[config.mk]
export PLATFORM = sky130hd
export DESIGN_NAME = ymc_six_bit_packer_black_extract
export DESIGN_NICKNAME = d
export VERILOG_FILES = /design/src/rtl/ymcp_pkg.sv /design/src/rtl/ymcp_fifo.sv /design/src/rtl/ymcp_front.sv /design/src/rtl/ymcp_back.sv /design/src/rtl/ymc_six_bit_packer_black_extract.sv
export SDC_FILE = /design/constraint.sdc
export NUM_CORES = 1
export LEC_CHECK = 0
export BUFFER_PORTS_ARGS = -buffer_cell sky130_fd_sc_hd__buf_2
export CORE_ASPECT_RATIO = 1.4
export CORE_MARGIN = 1
export CORE_UTILIZATION = 30
export CTS_CLUSTER_SIZE = 30
export DETAILED_ROUTE_END_ITERATION = 6
export PLACE_DENSITY = 0.5
export SLEW_MARGIN = 10
export SYNTH_ARGS = -nofsm -noshare
export SYNTH_HDL_FRONTEND = slang
export SYNTH_HIERARCHICAL = 1
export SYNTH_SLANG_ARGS = --single-unit
[constraint.sdc]
create_clock -name clk -period 4.65 [get_ports clk]
set_input_delay 0.6975 -clock clk [delete_from_list [all_inputs] [get_ports clk]]
set_output_delay 0.6975 -clock clk [all_outputs]
set_load 0.1 [all_outputs]
[src/rtl/ymcp_pkg.sv]
package ymcp_pkg;

  localparam int unsigned MID_DEPTH_DEF = 2;
  localparam int unsigned OUT_DEPTH_DEF = 2;

  localparam int unsigned SAMPLE_W = 8;
  localparam int unsigned CODE_W   = 6;
  localparam int unsigned BYTE_W   = 8;
  localparam int unsigned PHASE_W  = 2;
  localparam int unsigned BCNT_W   = 3;

  localparam logic [CODE_W-1:0] CODE_FULL = 6'h3f;

  typedef struct packed {
    logic [SAMPLE_W-1:0] yellow;
    logic [SAMPLE_W-1:0] magenta;
    logic [SAMPLE_W-1:0] cyan;
    logic                end_of_image;
  } in_item_t;

  typedef struct packed {
    logic [BYTE_W-1:0] yellow_byte;
    logic [BYTE_W-1:0] magenta_byte;
    logic [BYTE_W-1:0] cyan_byte;
    logic              planes_valid;
    logic [BYTE_W-1:0] black_byte;
    logic              black_valid;
    logic              last_out;
  } out_item_t;

  // classified pixel handed from front to back
  typedef struct packed {
    logic [CODE_W-1:0] y_code;
    logic [CODE_W-1:0] m_code;
    logic [CODE_W-1:0] c_code;
    logic              black;
    logic              last;
    logic              extract_en;
  } mid_item_t;

endpackage

[src/rtl/ymcp_fifo.sv]
module ymcp_fifo #(
  parameter type         item_t = logic,
  parameter int unsigned Depth  = 2
) (
  input  logic  clk,
  input  logic  rst_n,
  input  logic  push,
  input  item_t wr_data,
  input  logic  pop,
  output item_t rd_data,
  output logic  full,
  output logic  empty
);
  localparam int unsigned PtrW = $clog2(Depth);
  localparam int unsigned CntW = $clog2(Depth + 1);

  item_t           mem_r [Depth];
  logic [PtrW-1:0] wr_ptr_r, wr_ptr_nxt;
  logic [PtrW-1:0] rd_ptr_r, rd_ptr_nxt;
  logic [CntW-1:0] count_r, count_nxt;
  logic            do_push, do_pop;

  assign full    = (count_r == CntW'(Depth));
  assign empty   = (count_r == '0);
  assign do_push = push && !full;
  assign do_pop  = pop && !empty;

  always_comb begin
    wr_ptr_nxt = wr_ptr_r;
    rd_ptr_nxt = rd_ptr_r;
    count_nxt  = count_r;
    if (do_push) begin
      wr_ptr_nxt = (wr_ptr_r == PtrW'(Depth - 1)) ? '0 : wr_ptr_r + 1'b1;
    end
    if (do_pop) begin
      rd_ptr_nxt = (rd_ptr_r == PtrW'(Depth - 1)) ? '0 : rd_ptr_r + 1'b1;
    end
    if (do_push && !do_pop) begin
      count_nxt = count_r + 1'b1;
    end else if (do_pop && !do_push) begin
      count_nxt = count_r - 1'b1;
    end
  end

  always_ff @(posedge clk) begin
    if (!rst_n) begin
      wr_ptr_r <= '0;
      rd_ptr_r <= '0;
      count_r  <= '0;
    end else begin
      wr_ptr_r <= wr_ptr_nxt;
      rd_ptr_r <= rd_ptr_nxt;
      count_r  <= count_nxt;
    end
  end

  always_ff @(posedge clk) begin
    if (do_push) begin
      mem_r[wr_ptr_r] <= wr_data;
    end
  end

  assign rd_data = mem_r[rd_ptr_r];

endmodule

[src/rtl/ymcp_front.sv]
module ymcp_front (
  input  ymcp_pkg::in_item_t  in_item,
  input  logic                extract_en,
  output ymcp_pkg::mid_item_t mid_item
);
  import ymcp_pkg::*;

  logic [CODE_W-1:0] y_c, m_c, c_c;
  logic              is_black;

  // drop the two low bits of each sample
  assign y_c = in_item.yellow[SAMPLE_W-1 -: CODE_W];
  assign m_c = in_item.magenta[SAMPLE_W-1 -: CODE_W];
  assign c_c = in_item.cyan[SAMPLE_W-1 -: CODE_W];

  assign is_black = extract_en && (y_c == CODE_FULL) && (m_c == CODE_FULL)
                    && (c_c == CODE_FULL);

  always_comb begin
    mid_item.y_code     = is_black ? '0 : y_c;
    mid_item.m_code     = is_black ? '0 : m_c;
    mid_item.c_code     = is_black ? '0 : c_c;
    mid_item.black      = is_black;
    mid_item.last       = in_item.end_of_image;
    mid_item.extract_en = extract_en;
  end

endmodule

[src/rtl/ymcp_back.sv]
module ymcp_back (
  input  logic                clk,
  input  logic                rst_n,
  input  ymcp_pkg::mid_item_t mid_item,
  input  logic                mid_valid,
  input  logic                out_room,
  output logic                mid_pop,
  output logic                out_push,
  output ymcp_pkg::out_item_t out_item
);
  import ymcp_pkg::*;

  typedef struct packed {
    logic [BYTE_W-1:0] done;
    logic [BYTE_W-1:0] part;
  } pack_res_t;

  // place one 6-bit code at the given phase of a 4-in-3 group, MSB first
  function automatic pack_res_t pack_one(input logic [PHASE_W-1:0] phase,
                                         input logic [CODE_W-1:0]  v,
                                         input logic [BYTE_W-1:0]  part);
    pack_res_t r;
    r.done = '0;
    r.part = '0;
    case (phase)
      2'd0: begin
        r.part = {v, 2'b00};
      end
      2'd1: begin
        r.done = {part[7:2], v[5:4]};
        r.part = {v[3:0], 4'b0000};
      end
      2'd2: begin
        r.done = {part[7:4], v[5:2]};
        r.part = {v[1:0], 6'b000000};
      end
      default: begin
        r.done = {part[7:6], v};
        r.part = '0;
      end
    endcase
    return r;
  endfunction

  logic [PHASE_W-1:0] phase_r, phase_nxt;
  logic [BYTE_W-1:0]  y_part_r, y_part_nxt;
  logic [BYTE_W-1:0]  m_part_r, m_part_nxt;
  logic [BYTE_W-1:0]  c_part_r, c_part_nxt;
  logic [BCNT_W-1:0]  bcnt_r, bcnt_nxt;
  logic [BYTE_W-1:0]  bacc_r, bacc_nxt;

  pack_res_t          y_res, m_res, c_res;
  logic               fire, group_mid, planes_ok, black_ok;
  logic [BCNT_W-1:0]  bcnt_inc;
  logic [BYTE_W-1:0]  bacc_set;

  assign fire    = mid_valid && out_room;
  assign mid_pop = fire;

  assign y_res = pack_one(phase_r, mid_item.y_code, y_part_r);
  assign m_res = pack_one(phase_r, mid_item.m_code, m_part_r);
  assign c_res = pack_one(phase_r, mid_item.c_code, c_part_r);

  assign group_mid = (phase_r != '0);
  assign planes_ok = group_mid || mid_item.last;

  assign bcnt_inc = bcnt_r + 1'b1;
  assign bacc_set = bacc_r | (BYTE_W'(mid_item.black) << bcnt_r);
  assign black_ok = mid_item.extract_en && ((bcnt_inc == '0) || mid_item.last);

  assign out_push = fire && (planes_ok || black_ok);

  always_comb begin
    out_item.yellow_byte  = '0;
    out_item.magenta_byte = '0;
    out_item.cyan_byte    = '0;
    out_item.black_byte   = '0;
    if (planes_ok) begin
      // a lone first code on the final pixel flushes its partial byte
      out_item.yellow_byte  = group_mid ? y_res.done : y_res.part;
      out_item.magenta_byte = group_mid ? m_res.done : m_res.part;
      out_item.cyan_byte    = group_mid ? c_res.done : c_res.part;
    end
    if (black_ok) begin
      out_item.black_byte = bacc_set;
    end
    out_item.planes_valid = planes_ok;
    out_item.black_valid  = black_ok;
    out_item.last_out     = mid_item.last;
  end

  always_comb begin
    phase_nxt  = phase_r;
    y_part_nxt = y_part_r;
    m_part_nxt = m_part_r;
    c_part_nxt = c_part_r;
    bcnt_nxt   = bcnt_r;
    bacc_nxt   = bacc_r;
    if (fire) begin
      if (mid_item.last) begin
        phase_nxt  = '0;
        y_part_nxt = '0;
        m_part_nxt = '0;
        c_part_nxt = '0;
        bcnt_nxt   = '0;
        bacc_nxt   = '0;
      end else begin
        phase_nxt  = phase_r + 1'b1;
        y_part_nxt = y_res.part;
        m_part_nxt = m_res.part;
        c_part_nxt = c_res.part;
        if (mid_item.extract_en) begin
          bcnt_nxt = bcnt_inc;
          bacc_nxt = (bcnt_inc == '0) ? '0 : bacc_set;
        end
      end
    end
  end

  always_ff @(posedge clk) begin
    if (!rst_n) begin
      phase_r  <= '0;
      y_part_r <= '0;
      m_part_r <= '0;
      c_part_r <= '0;
      bcnt_r   <= '0;
      bacc_r   <= '0;
    end else begin
      phase_r  <= phase_nxt;
      y_part_r <= y_part_nxt;
      m_part_r <= m_part_nxt;
      c_part_r <= c_part_nxt;
      bcnt_r   <= bcnt_nxt;
      bacc_r   <= bacc_nxt;
    end
  end

endmodule

[src/rtl/ymc_six_bit_packer_black_extract.sv]
// Channel  | Ports                          | Beat taken when
// ---------+--------------------------------+-------------------------
// input    | in_push, in_full, in_data      | in_push && !in_full
// result   | out_empty, out_pop, out_data   | out_pop && !out_empty
// config   | cfg_we, cfg_wdata              | cfg_we
//
// One pixel per clock sustained while results drain. The front trims and
// classifies a pixel as it is pushed; the back packs one pixel per cycle
// from the mid queue while the output queue has room. Data passes the mid
// queue, then the output queue. Synchronous active-low reset empties both
// queues and clears packing state and black_extract; no clearing pass. A
// stalled result side fills the output queue, then the mid queue, then
// raises in_full; pixels that yield no result never enter it.
module ymc_six_bit_packer_black_extract #(
  parameter int unsigned MID_DEPTH = ymcp_pkg::MID_DEPTH_DEF,
  parameter int unsigned OUT_DEPTH = ymcp_pkg::OUT_DEPTH_DEF
) (
  input  logic                clk,
  input  logic                rst_n,
  input  logic                in_push,
  output logic                in_full,
  input  ymcp_pkg::in_item_t  in_data,
  output logic                out_empty,
  input  logic                out_pop,
  output ymcp_pkg::out_item_t out_data,
  input  logic                cfg_we,
  input  logic                cfg_wdata
);
  import ymcp_pkg::*;

  // black extraction enable; the user must hold it across the image, the block does not enforce this
  logic        extract_en_r;

  mid_item_t   front_item, mid_head;
  logic        mid_empty, mid_pop;
  out_item_t   back_item;
  logic        out_full, back_push;

  always_ff @(posedge clk) begin
    if (!rst_n) begin
      extract_en_r <= 1'b0;
    end else if (cfg_we) begin
      extract_en_r <= cfg_wdata;
    end
  end

  // front: cut to 6 bits, spot full-density pixels
  ymcp_front u_front (
    .in_item    (in_data),
    .extract_en (extract_en_r),
    .mid_item   (front_item)
  );

  // short queue so the back can stall without blocking the pusher at once
  ymcp_fifo #(
    .item_t (mid_item_t),
    .Depth  (MID_DEPTH)
  ) u_mid_q (
    .clk     (clk),
    .rst_n   (rst_n),
    .push    (in_push),
    .wr_data (front_item),
    .pop     (mid_pop),
    .rd_data (mid_head),
    .full    (in_full),
    .empty   (mid_empty)
  );

  // back: plane packing, black accumulation, end-of-image flush
  ymcp_back u_back (
    .clk       (clk),
    .rst_n     (rst_n),
    .mid_item  (mid_head),
    .mid_valid (!mid_empty),
    .out_room  (!out_full),
    .mid_pop   (mid_pop),
    .out_push  (back_push),
    .out_item  (back_item)
  );

  // result queue parts the back from the consumer
  ymcp_fifo #(
    .item_t (out_item_t),
    .Depth  (OUT_DEPTH)
  ) u_out_q (
    .clk     (clk),
    .rst_n   (rst_n),
    .push    (back_push),
    .wr_data (back_item),
    .pop     (out_pop),
    .rd_data (out_data),
    .full    (out_full),
    .empty   (out_empty)
  );

endmodule

-- Word level (Yosys, flattened, before mapping)
Memories as Yosys holds them, arrays and structs flattened. A register that Yosys moved wholly into a read port is not among the register bits.
Cells that the tools add are included.
- add/subtract/negate cells: 10
- $mul: 0
- divide/modulo/power cells: 0
- order comparisons: 0
- eq/ne operators: 7
- shifts and indexed selects: 1
- mux-type cells: 39
- bitwise gates (word level): 1
- reduce and logical (&&, ||, !) cells: 34
- operators with widths (kind ; count):
    one-hot mux 8 bit (3 select lines) ; 6
    two-way mux 8 bit ; 10
    two-way mux 24 bit ; 1
    == test 6 bit (second input constant) ; 3
    two-way mux 6 bit ; 3
    logical AND 1 bit ; 14
    two-way mux 1 bit ; 12
    two-way mux 2 bit ; 5
    logical NOT 1 bit ; 8
    OR 8 bit ; 1
    nonzero test 2 bit ; 4
    << shifter 1 x 3 -> 8 bit ; 1
    adder 2 x 1 -> 2 bit (second input constant) ; 3
    == test 2 bit (second input constant) ; 3
    logical NOT 2 bit ; 3
    two-way mux 3 bit ; 2
    adder 1 bit (second input constant) ; 4
    subtractor 2 x 1 -> 2 bit (second input constant) ; 2
    adder 3 x 1 -> 3 bit (second input constant) ; 1
    logical NOT 3 bit ; 1
    logical OR 1 bit ; 3
    == test 2 x 1 -> 1 bit (second input constant) ; 1
    AND reduction 2 bit ; 1
- flip-flop bits (word level): 46
- latch bits: 0
- bits in writable memories: 112
- ROM bits: 0
- output and inout port bits: 37
- logic and storage cells: 107
- memories kept: 2
- memory list (name ; depth ; width ; rd ports ; clocked after Yosys merged registers in ; write ports ; line ; RTL):
    u_out_q.mem_r ; 2 ; 35 ; 1 ; 1 ; 1 ; ymcp_fifo.sv:17 ; item_t mem_r [Depth];
    u_mid_q.mem_r ; 2 ; 21 ; 1 ; 1 ; 1 ; ymcp_fifo.sv:17 ;

-- Logic depth before layout (Yosys ltp)
- depth in word-level cells: 11
- gate-level depth with buffers: 13

-- Cells and area by module
Netlist, hierarchy kept.
- modules (own cells, without submodules) (module ; times used ; cells an instance ; area an instance (µm²)):
    ymcp_fifo (u_out_q) ; 1 ; 134 ; 2757.6
    ymcp_back ; 1 ; 262 ; 2188.3
    ymcp_fifo (u_mid_q) ; 1 ; 90 ; 1741.7
    ymcp_front ; 1 ; 31 ; 280.3
    ymc_six_bit_packer_black_extract ; 1 ; 5 ; 43.8

-- Worst setup path before layout
Ideal clock, no wire load.
- path type: reg2reg
- start: register (tool-made name)
- end: memory u_out_q/mem_r[0][0] in the netlist's numbering (enable)
- arrival: 2.688 ns
- required time: 4.227 ns
- path slack: 1.540 ns
- cell stages (with the launch flop): 8
- path buffers: 2
- period minus slack after synthesis: 3.110 ns
- cells stage by stage: dfxtp_1 -> buf_2 -> mux2_2 -> clkbuf_1 -> a31oi_1 -> nor2_1 -> inv_1 -> nor3_2
- RTL lines (what ; line):
    end: declaration ; ymcp_fifo.sv:17

-- Final worst setup path
- start: register u_out_q.count_r[0]
- end: memory u_out_q/mem_r[0][20] in the netlist's numbering (enable)
- cells in the longest elaborated chain, start to end: 7
- ends and longest elaborated chain (what ; line ; RTL):
    start: declaration ; ymcp_fifo.sv:20 ; logic [CntW-1:0] count_r, count_nxt;
    start signal: assignment ; ymcp_fifo.sv:53 ; count_r <= count_nxt;
    == test 2 bit ; ymcp_fifo.sv:23 ; assign full = (count_r == CntW'(Depth));
    via out_full ; ymc_six_bit_packer_black_extract.sv:37 ; logic out_full, back_push;
    logical NOT 1 bit ; ymc_six_bit_packer_black_extract.sv:75 ; .out_room (!out_full),
    logical AND 1 bit ; ymcp_back.sv:57 ; assign fire = mid_valid && out_room;
    logical AND 1 bit ; ymcp_back.sv:71 ; assign out_push = fire && (planes_ok || black_ok);
    via back_push ; ymc_six_bit_packer_black_extract.sv:37 ;
    logical AND 1 bit ; ymcp_fifo.sv:25 ; assign do_push = push && !full;
    two-way mux 1 bit ; ymcp_fifo.sv:58 ; if (do_push) begin
    two-way mux 1 bit (implied by the code) ; ymcp_fifo.sv:59 ; mem_r[wr_ptr_r] <= wr_data;
The timed path passes the listed nets, and every way through them passes these cells.

==> metrics.cfg <==
[outcome]
status=finished, final reports clean

[clock_network]
clk_pin_slew_worst_paths_ns=0.07
clockBufferDepth=2
clock_latency_ns=0.43
cts_resized=0
htreeDepth=4
cts_sinks=154
cts_tree=built
ctsHoldBuffers=0
numCtsBuffers=17
post_cts_buffers=0
root_buffer=clkbuf_16

[synth]
synthArstFlopShare_pct=0
avgSynthCellArea_um2=13.4
ys_ff_latch=154
yosysWarnings=6
synth_cell_types=57
synth-edff-count=112
mappedNetlistArea_um2=7010
ys_seq_area_share_pct=60.0
synthFlopType=edfxtp_1
syn_nets=561
syn_inst=522

[worst_setup_path]
reg2regPathDepth=8
path_class=reg2reg
timing.rr.start=u_out_q/count_r[0]
arrival_ns=2.98
cp-end-kind=flip-flop
max_stage_delay_ns=0.53
crit_path_cell_trace=nand2b_1, inv_2, inv_1, nand2_1, nor2_1, inv_1, nor3_4, buf_4
crit_start=u_out_q/count_r[0]
cp_slowest_cell=nand2_1
timing.critical_path.mode_cell=inv_1
reg2reg_slack_ns=1.73
worstSetupStartpointType=flip-flop
rr_endpoint=u_out_q/mem_r[0][20]
worstPathMaxFanout=35
cp_data_required_time_ns=4.71

[drt]
vias=4297
drt-wirelength-per-cell_um=16.5
ant_nets=0
viasPerCell=4.87
drcViolationCount=0
drt-pass1-iter-count=6
drt-initial-drc-count=220
routed_wl_mm=14.5

[layout]
final_cell_mix=edfxtp_1, buf_2, mux2_2
antenna_cells=0
final_common_cell=edfxtp_1
instances_no_fill=882
syn2layout_area_growth_pct=15.8
final_layout_size_suffix_gt1_share_pct=32.2
final_nets=607

[sta]
whs_ns=0.459
rsz0062_at_grt=no
hold_viol_final=0
finalSetupViolations=0
fin_crit_sh_pct=62.8
fmax_mhz=342
period_minus_slack_ns=2.92
worst_slew_pin_slew_ns=1.11
slew_viol_final=0
relSlewSlack_pct=25.8
clock_skew_ns=0.0134
finalSetupTns_ns=0

[global_routing]
antenna_found_initial=0
grt_pass1_wl_mm=23.7
grt_overflow=0
grt_max_degree=50
grt_pass1_vias=4401
grt.total_usage_pct=12.8

[hold_path]
min_path_type=reg2reg
min_from=u_back/y_part_r[4]
min_delay_path_depth=2
min_to=u_back/y_part_r[4]

[placed_design]
io_buffers=61
gp_congestion=0.721
placed_cells=850
place_hpwl_mm=9.52

[die]
start_util_pct=30.8
core_area_um2=22800
io_pins=68
die_w_um=131
die_height_um=183
rows=65
die-area_um2=24000

[job]
maxCapViolations=0

[layout make-up]
type | instances | area, um2
Tap cell | 301 | 377
Inverter | 11 | 41.3
Timing Repair Buffer | 68 | 358
Clock buffer | 17 | 425
Sequential cell | 154 | 4200
Multi-Input combinational cell | 316 | 2530
Fill cell | 2243 | 14700
Clock inverter | 15 | 176
[critical path: cells and delay by family (launching register included)]
family                 cells  cell delay [ns]
buffers and inverters      4             0.80
DFF                        1             0.41
and+or+nand+nor            4             1.30
[cell usage after synthesis (6+ instances only)]
cell type,number,area share (%)
a211oi_2,8,1.4
a21boi_0,10,1.1
a21boi_2,10,1.6
a21oi_1,12,0.86
a221oi_1,12,1.5
a222oi_1,6,0.86
a22oi_1,13,1.4
a2bb2oi_1,6,0.75
and2_1,7,0.62
buf_2,15,1.1
buf_4,10,1.1
clkbuf_1,9,0.48
dfxtp_1,42,12
edfxtp_1,112,48
ha_1,8,1.4
inv_1,9,0.48
mux2_2,57,9.2
mux2i_1,8,1.1
nand2_1,17,0.91
nand3_1,7,0.50
nor2_1,21,1.1
nor2b_1,17,1.5
nor3_1,6,0.43
nor3b_1,13,1.4
o21a_1,7,0.75
o21ai_0,8,0.57
o31ai_1,6,0.64
o32ai_1,6,0.75
or3_1,8,0.71
[logic make-up (layout without fill, tap and decap cells)]
| family | count (synthesis) | count (layout) | synth area share, % |
|---|---|---|---|
| XOR/XNOR | 7 | 7 | 0.874 |
| AO/OA/AOI/OAI | 118 | 118 | 13.6 |
| adder cells (fa/ha/maj) | 8 | 8 | 1.43 |
| multiplexers | 65 | 65 | 10.3 |
| buffers and inverters | 52 | 111 | 3.98 |
| AND/OR/NAND/NOR | 118 | 118 | 9.83 |
| flip-flops | 154 | 154 | 60.0 |
[metal layers]
metal,GRT usage (%),share of wire [%]
met2,21.4,50
met1,15.6,45
met4,5.88,2.0
met3,2.99,3.7
met5,0,0
[registers in the layout, summed over array words and instances, names as in the netlist, named ones only]
name              count
u_back/bcnt_r         3
u_out_q/count_r       2
u_out_q/rd_ptr_r      1
u_out_q/wr_ptr_r      1
u_back/phase_r        2
u_out_q/mem_r        70
u_back/c_part_r       6
u_mid_q/mem_r        42
u_mid_q/rd_ptr_r      1
u_back/bacc_r         8
u_mid_q/wr_ptr_r      1
u_back/m_part_r       6
u_mid_q/count_r       2
extract_en_r          1
u_back/y_part_r       6
[stage by stage]
| step | util [%] | setup slack (ns) | cell area (um2) |
|---|---|---|---|
| after floorplan | - | 1.54 | 7010 |
| after global placement | 33.0 | 1.77 | 7510 |
| after detailed placement | 33.0 | 1.69 | 7510 |
| after CTS | 35.6 | 1.68 | 8120 |
| after global routing | 35.6 | 1.46 | 8120 |
| final | 35.6 | 1.73 | 8120 |
[worst max-delay path by stage]
stage	endpoint
finish	u_out_q/mem_r[0][20]
global route	u_out_q/mem_r[0][28]
CTS	u_out_q/mem_r[0][28]
detailed placement	u_out_q/mem_r[0][20]
global placement	u_out_q/mem_r[0][14]
floorplan	u_out_q/mem_r[0][0]
Power is left out: the tool's default activity adds up to more than one toggle a clock period on the data nets, which glitch-free logic cannot reach.
